===== src/rtl/eqtf_pkg.sv =====
`default_nettype none
// ----------------------------------------------------------------------------
// Event-queued table FSM package
// Operation codes, register indexes and storage layouts shared by the block.
// ----------------------------------------------------------------------------
package eqtf_pkg;

   // request operation codes
   localparam logic [1:0] OP_POST  = 2'd0;
   localparam logic [1:0] OP_RUN   = 2'd1;
   localparam logic [1:0] OP_WRITE = 2'd2;

   // configuration register indexes
   localparam logic CSR_INITIAL_STATE  = 1'b0;
   localparam logic CSR_ENTRIES_IN_USE = 1'b1;

   localparam int CSR_DATA_W = 8;
   localparam int ENTRIES_W  = 5;

   // one transition entry
   typedef struct packed {
      logic [7:0] action;
      logic [7:0] to_state;
      logic [7:0] from_state;
      logic [7:0] evt;
   } entry_type;

   // one queued event
   typedef struct packed {
      logic [7:0]  evt;
      logic [31:0] payload;
   } ring_entry_type;

endpackage
`default_nettype wire


===== src/rtl/event_queued_table_fsm.sv =====
`default_nettype none
// Post, write-entry and unknown requests go straight to the done state, where
// the result register is loaded. A run request pops the oldest event and then
// compares up to min(entries_in_use, TABLE_DEPTH) entries, one per cycle and
// stopping at a match, through the single registered read port of the table.
// One request at a time; the next is taken once the result is registered.
// Synchronous reset clears the ring pointers, state (to 0) and last action;
// ring and table contents are not cleared and need no clearing pass.
// ----------------------------------------------------------------------------
// Event-queued table FSM
// Programmable state machine with an event ring and a sequential search
// over a transition table held in memory.
// ----------------------------------------------------------------------------
module event_queued_table_fsm #(
   parameter int QUEUE_DEPTH = 5,
   parameter int TABLE_DEPTH = 16
) (
   input  wire logic        clock,
   input  wire logic        reset,

   input  wire logic        req_valid,
   output      logic        req_stall,
   input  wire logic [1:0]  req_operation,
   input  wire logic [7:0]  req_event_code,
   input  wire logic [31:0] req_event_payload,
   input  wire logic [3:0]  req_entry_index,
   input  wire logic [7:0]  req_entry_event,
   input  wire logic [7:0]  req_entry_state,
   input  wire logic [7:0]  req_entry_next_state,
   input  wire logic [7:0]  req_entry_action,

   output      logic        rsp_valid,
   input  wire logic        rsp_stall,
   output      logic        rsp_post_accepted,
   output      logic        rsp_fired,
   output      logic [7:0]  rsp_action_code,
   output      logic [31:0] rsp_fired_payload,
   output      logic [7:0]  rsp_present_state,
   output      logic [2:0]  rsp_queued_events,

   input  wire logic        csr_we,
   input  wire logic        csr_index,
   input  wire logic [eqtf_pkg::CSR_DATA_W-1:0] csr_wdata
);

   localparam int QIW  = (QUEUE_DEPTH > 1) ? $clog2(QUEUE_DEPTH) : 1;
   localparam int CNTW = $clog2(QUEUE_DEPTH + 1);
   localparam int SW   = CNTW + 1;
   localparam int TIW  = (TABLE_DEPTH > 1) ? $clog2(TABLE_DEPTH) : 1;
   localparam int CW   = $clog2(TABLE_DEPTH + 1);

   localparam logic [1:0] ST_IDLE   = 2'd0;
   localparam logic [1:0] ST_SEARCH = 2'd1;
   localparam logic [1:0] ST_DONE   = 2'd2;

   eqtf_pkg::ring_entry_type ring_mem [QUEUE_DEPTH];
   eqtf_pkg::entry_type      table_mem [TABLE_DEPTH];

   logic [1:0]      state_ff, state_in;
   logic [QIW-1:0]  head_ff, head_in;
   logic [CNTW-1:0] count_ff, count_in;
   logic [7:0]      state_now_ff, state_now_in;
   logic [7:0]      last_action_ff, last_action_in;
   logic [eqtf_pkg::ENTRIES_W-1:0] entries_ff, entries_in;
   logic [CW-1:0]   lim_ff, lim_in;
   logic [CW-1:0]   addr_ff, addr_in;
   logic            cmp_vld_ff, cmp_vld_in;
   logic            acc_ff, acc_in;
   logic            fired_ff, fired_in;
   logic            rsp_valid_ff, rsp_valid_in;

   eqtf_pkg::ring_entry_type ring_rd_ff;
   eqtf_pkg::entry_type      tbl_rd_ff;

   logic [31:0]     rsp_payload_ff;
   logic            rsp_acc_ff, rsp_fired_ff;
   logic [7:0]      rsp_action_ff, rsp_state_ff;
   logic [2:0]      rsp_count_ff;

   logic            req_fire;
   logic            rsp_load;
   logic            ring_full;
   logic [SW-1:0]   tail_sum;
   logic [QIW-1:0]  tail_idx;
   logic [QIW-1:0]  head_next;
   logic [CW-1:0]   lim_calc;
   logic            issue;
   logic            match;
   logic            tbl_wr_ok;

   assign req_stall = (state_ff != ST_IDLE);
   assign req_fire  = req_valid && !req_stall;
   assign rsp_load  = (state_ff == ST_DONE) && (!rsp_valid_ff || !rsp_stall);

   assign ring_full = (count_ff == CNTW'(QUEUE_DEPTH));
   assign tail_sum  = SW'(head_ff) + SW'(count_ff);
   assign tail_idx  = (tail_sum >= SW'(QUEUE_DEPTH)) ? QIW'(tail_sum - SW'(QUEUE_DEPTH))
                                                     : QIW'(tail_sum);
   assign head_next = (head_ff == QIW'(QUEUE_DEPTH - 1)) ? '0 : head_ff + 1'b1;

   // clamp the search length to the table size
   assign lim_calc  = (int'(entries_ff) > TABLE_DEPTH) ? CW'(TABLE_DEPTH)
                                                       : CW'(entries_ff);
   assign tbl_wr_ok = (int'(req_entry_index) < TABLE_DEPTH);

   assign issue = (state_ff == ST_SEARCH) && (addr_ff < lim_ff);
   assign match = (tbl_rd_ff.evt == ring_rd_ff.evt) &&
                  (tbl_rd_ff.from_state == state_now_ff);

   always_comb begin
      state_in       = state_ff;
      head_in        = head_ff;
      count_in       = count_ff;
      state_now_in   = state_now_ff;
      last_action_in = last_action_ff;
      entries_in     = entries_ff;
      lim_in         = lim_ff;
      addr_in        = addr_ff;
      cmp_vld_in     = cmp_vld_ff;
      acc_in         = acc_ff;
      fired_in       = fired_ff;

      unique case (state_ff)
         ST_IDLE: begin
            if (req_fire) begin
               acc_in   = 1'b0;
               fired_in = 1'b0;
               state_in = ST_DONE;
               unique case (req_operation)
                  eqtf_pkg::OP_POST: begin
                     if (!ring_full) begin
                        count_in = count_ff + 1'b1;
                        acc_in   = 1'b1;
                     end
                  end
                  eqtf_pkg::OP_RUN: begin
                     // pop the oldest event; an empty ring leaves everything alone
                     if (count_ff != '0) begin
                        head_in  = head_next;
                        count_in = count_ff - 1'b1;
                        if (lim_calc != '0) begin
                           state_in   = ST_SEARCH;
                           lim_in     = lim_calc;
                           addr_in    = '0;
                           cmp_vld_in = 1'b0;
                        end
                     end
                  end
                  default: begin
                  end
               endcase
            end
         end
         ST_SEARCH: begin
            // read one entry ahead, compare the one fetched last cycle
            cmp_vld_in = issue;
            if (issue) begin
               addr_in = addr_ff + 1'b1;
            end
            if (cmp_vld_ff && match) begin
               fired_in       = 1'b1;
               state_now_in   = tbl_rd_ff.to_state;
               last_action_in = tbl_rd_ff.action;
               state_in       = ST_DONE;
            end else if (addr_ff == lim_ff) begin
               state_in = ST_DONE;
            end
         end
         ST_DONE: begin
            if (rsp_load) begin
               state_in = ST_IDLE;
            end
         end
         default: begin
            state_in = ST_IDLE;
         end
      endcase

      if (csr_we) begin
         unique case (csr_index)
            eqtf_pkg::CSR_INITIAL_STATE:  state_now_in = csr_wdata;
            eqtf_pkg::CSR_ENTRIES_IN_USE: entries_in   = csr_wdata[eqtf_pkg::ENTRIES_W-1:0];
            default: begin
            end
         endcase
      end

      rsp_valid_in = rsp_load || (rsp_valid_ff && rsp_stall);
   end

   always_ff @(posedge clock) begin
      if (reset) begin
         state_ff       <= ST_IDLE;
         head_ff        <= '0;
         count_ff       <= '0;
         state_now_ff   <= '0;
         last_action_ff <= '0;
         entries_ff     <= '0;
         lim_ff         <= '0;
         addr_ff        <= '0;
         cmp_vld_ff     <= 1'b0;
         acc_ff         <= 1'b0;
         fired_ff       <= 1'b0;
         rsp_valid_ff   <= 1'b0;
      end else begin
         state_ff       <= state_in;
         head_ff        <= head_in;
         count_ff       <= count_in;
         state_now_ff   <= state_now_in;
         last_action_ff <= last_action_in;
         entries_ff     <= entries_in;
         lim_ff         <= lim_in;
         addr_ff        <= addr_in;
         cmp_vld_ff     <= cmp_vld_in;
         acc_ff         <= acc_in;
         fired_ff       <= fired_in;
         rsp_valid_ff   <= rsp_valid_in;
      end
   end

   // event ring: write at the tail, hold the head entry while busy
   always_ff @(posedge clock) begin
      if (req_fire && (req_operation == eqtf_pkg::OP_POST) && !ring_full) begin
         ring_mem[tail_idx] <= '{evt: req_event_code, payload: req_event_payload};
      end
      if (state_ff == ST_IDLE) begin
         ring_rd_ff <= ring_mem[head_ff];
      end
   end

   // transition table
   always_ff @(posedge clock) begin
      if (req_fire && (req_operation == eqtf_pkg::OP_WRITE) && tbl_wr_ok) begin
         table_mem[TIW'(req_entry_index)] <= '{action:     req_entry_action,
                                               to_state:   req_entry_next_state,
                                               from_state: req_entry_state,
                                               evt:        req_entry_event};
      end
      if (issue) begin
         tbl_rd_ff <= table_mem[addr_ff[TIW-1:0]];
      end
   end

   // result register
   always_ff @(posedge clock) begin
      if (rsp_load) begin
         rsp_acc_ff     <= acc_ff;
         rsp_fired_ff   <= fired_ff;
         rsp_action_ff  <= last_action_ff;
         rsp_payload_ff <= fired_ff ? ring_rd_ff.payload : 32'd0;
         rsp_state_ff   <= state_now_ff;
         rsp_count_ff   <= 3'(count_ff);
      end
   end

   assign rsp_valid         = rsp_valid_ff;
   assign rsp_post_accepted = rsp_acc_ff;
   assign rsp_fired         = rsp_fired_ff;
   assign rsp_action_code   = rsp_action_ff;
   assign rsp_fired_payload = rsp_payload_ff;
   assign rsp_present_state = rsp_state_ff;
   assign rsp_queued_events = rsp_count_ff;

   a_count_bound: assert property (@(posedge clock) disable iff (reset)
      (count_ff <= CNTW'(QUEUE_DEPTH)) && (int'(head_ff) < QUEUE_DEPTH))
      else $error("ring pointer or count out of range");

   a_busy_after_accept: assert property (@(posedge clock) disable iff (reset)
      req_fire |=> (state_ff != ST_IDLE))
      else $error("request accepted but sequencer stayed idle");

   a_rsp_from_done: assert property (@(posedge clock) disable iff (reset)
      $rose(rsp_valid_ff) |-> ($past(state_ff) == ST_DONE))
      else $error("result raised outside the done state");

   a_search_bound: assert property (@(posedge clock) disable iff (reset)
      (state_ff == ST_SEARCH) |-> ((addr_ff <= lim_ff) && (lim_ff != '0)))
      else $error("search address past the entry limit");

endmodule
`default_nettype wire

===== config.mk =====
export PLATFORM = sky130hd
export DESIGN_NAME = event_queued_table_fsm
export DESIGN_NICKNAME = d
export VERILOG_FILES = /design/src/rtl/eqtf_pkg.sv /design/src/rtl/event_queued_table_fsm.sv
export SDC_FILE = /design/constraint.sdc
export NUM_CORES = 1
export LEC_CHECK = 0
export ABC_AREA = 0
export ABC_CLOCK_PERIOD_IN_PS = 15100
export BUFFER_PORTS_ARGS = -buffer_cell sky130_fd_sc_hd__buf_2
export CORE_MARGIN = 2
export CORE_UTILIZATION = 30
export CTS_CLUSTER_DIAMETER = 80
export CTS_CLUSTER_SIZE = 30
export DETAILED_ROUTE_END_ITERATION = 7
export PLACE_DENSITY = 0.46
export SLEW_MARGIN = 15
export SYNTH_ARGS = -nofsm -noshare
export SYNTH_HDL_FRONTEND = slang
export SYNTH_SLANG_ARGS = --single-unit

===== constraint.sdc =====
create_clock -name clock -period 15.1 [get_ports clock]
set_input_delay 3.775 -clock clock [delete_from_list [all_inputs] [get_ports clock]]
set_output_delay 3.775 -clock clock [all_outputs]
set_load 0.02 [all_outputs]

==> impl_metrics.ini <==
[sta]
rsz0062_at_grt = no
setup_viol = 0
fin_setup_tns_ns = 0
slew_headroom = 0.2359
drv_slew = 0
tightestPinTransition_ns = 1.146
fmax_mhz = 168.0
finClkSkew_ns = 0.04353
period_share = 0.3943
finalHoldViolCount = 0
timing.final.crit_period_ns = 5.953

[flow_run]
max_cap_viol_count = 0

[global_routing]
grt_pass1_wl_microns = 109300
grt_pass1_vias = 15700
grt.total_usage = 0.1323
antenna_found_initial = 24
gr-total-overflow = 0
grt_max_degree = 102

[drt]
wl_per_cell_microns = 23.45
drtIter0Drc = 1163
drt_wl_total_microns = 74870
routed-via-count = 14910
drc = 0
firstDrtPassIters = 7
ant_nets = 0
vias_per_cell = 4.670

[critical_path]
cp.arrival_ns = 6.21
r2r_start = head_ff[0]
worstSetupPathType = input port to flop
cp.required_ns = 15.36
worstPathMaxFanout = 32
crit_path_start_kind = input port
end_kind = flop
crit_start = req_valid

[finish]
fin_nets = 1772
syn_to_final_growth_pct = 12.80
drive_above_1_share = 0.3106
post-route-util = 0.3399

[synthesis]
synth_nets = 1621
synth_async_sr_flop_share = 0
ys_top_cells_by_count = edfxtp_1, mux4_2, nor2_1
ys_types = 55
synth_ff_type = edfxtp_1
yosys.area.top_type_share = 0.7558
ys_warn_count = 0
ys_seq_elements = 880
syn-cell-area_sq_um = 33260
synth.largest_area_cell = edfxtp_1
yosysMostFrequentCell = edfxtp_1
avgSynthCellArea_sq_um = 21.97
ys_seq_area_frac = 0.7816
synth-edff-count = 837
synth.area.top_cells = edfxtp_1, mux4_2, dfxtp_1, mux2_2, and2_1
synth_cells = 1514

[power]
fin_total_pwr_mw = 4.345
max-vdd-ir-drop_mv = 0.1070
p_sw_mw = 0.9579
pwr_density_cell_nw_per_um2 = 115.8
leakagePower_nw = 11.30
p_comb_frac = 0.028
p_seq_frac = 0.623
intPower_mw = 3.387
sw_frac_of_total = 0.2205
pwr-share-clk = 0.349

[placement]
io_buffers = 146
place_hpwl_microns = 45610
routabilityCongestion = 0.7396

[die]
rows = 122
die_area_sq_um = 113500
fp.dieW_microns = 337.0
die_h_microns = 337.0
core_sq_um = 110400
start_util = 0.3013
ios = 147

[clock_network]
clkSlewWorstSetupHoldPaths_ns = 0.11
cts_buffers = 45
post-cts-setup-buffers = 0
cts_resized = 0
ctsHtreeMaxLevel = 2
cts_sinks = 880
clockBufferDepth = 3
cts_tree = yes
clock_latency_ns = 0.64
cts_root_buf = clkbuf_16
ctsHoldBuffers = 0

[worst_hold_path]
min_path_type = flop to flop
min_from = last_action_ff[0]

[run_status]
status = finished, final reports clean
==> power groups by stage <==
stage          clock, mW  combinational [mW]  sequential, mW
2_1_floorplan          0              0.0455            2.77
3_3_place_gp           0               0.119            2.76
3_5_place_dp           0               0.123            2.77
4_1_cts             1.58               0.123            2.71
5_1_grt             1.66               0.133            2.71
6_report            1.52               0.120            2.71
==> metal layers <==
layer / GRT usage / vias to the layer above / share of wire / wire length, microns
met5: 0 / - / 0.0010 / 78
met4: 0.03533 / 12 / 0.024 / 1775
li1: - / 6539 / - / -
met3: 0.02393 / 101 / 0.054 / 4016
met1: 0.1936 / 7921 / 0.47 / 34990
met2: 0.2027 / 335 / 0.45 / 34010
==> critical path: stages <==
cell and delay (ns):
buf_2 0.10, or3b_4 0.41, nor3b_2 0.53, nand3b_1 0.41
nor2_4 0.95
==> sequential cells by signal (all words and copies together) (netlist names) <==
name,cells
state_ff,2
tbl_rd_ff,32
cmp_vld_ff,1
entries_ff,5
table_mem,512
ring_rd_ff,40
head_ff,3
fired_ff,1
acc_ff,1
rsp_fired_payload,32
state_now_ff,8
addr_ff,5
lim_ff,5
rsp_action_code,8
rsp_post_accepted,1
rsp_valid,1
rsp_present_state,8
count_ff,3
last_action_ff,8
rsp_queued_events,3
ring_mem,200
rsp_fired,1
==> logic make-up after synthesis <==
group	after synthesis	synth area share
compound gates	96	0.01772
xor+xnor	19	0.005004
fa+ha+maj	15	0.006095
buf+inv	87	0.01264
flops	880	0.7816
mux	241	0.1493
simple gates	176	0.02761
==> per-stage QoR <==
stage               cells  setup slack (ns)  area, sq um  hold slack, ns
CTS                  3188             9.091        37500          0.4439
detailed placement   3106             8.394        35890          0.4174
global route         3189             8.941        37510          0.4485
finish               3192             9.147        37510          0.4419
floorplan            1514             7.029        33260          0.4019
global placement     3106             8.392        35890          0.4238
==> worst paths after layout <==
path         slack (ns)  depth (start not counted)            endpoint
max                9.15                          5    table_mem[11][5]
max reg2reg       10.77                         10     ring_mem[4][16]
min reg2reg        0.44                          0  rsp_action_code[0]
min                0.44                          0  rsp_action_code[0]
==> cell usage in the layout (no fill, tap or decap), types with 7 or more instances in the layout <==
master     instances
buf_2            146
mux2_2            40
clkbuf_16         47
and2_1            32
edfxtp_1         837
nor2_1            33
nor3_1             7
buf_4             27
nor2_4            12
nand2b_1          10
o311a_1            8
nand2_1           21
dfxtp_1           36
mux4_2           200
inv_6              7
a21oi_1           36
o21ai_0           23
inv_1             16
xor2_1            16
ha_1              13
nand3_1           26
==> cell type report <==
cell class,instances,area (sq um)
antenna,4,10.01
clock buffer,50,1187
clock inverter,32,430.4
fill,10310,72850
inverter,17,63.81
multi-input combinational,547,6997
sequential,880,26010
tap,1488,1862
timing repair buffer,174,953.4
(Power assumes the default switching activity.)
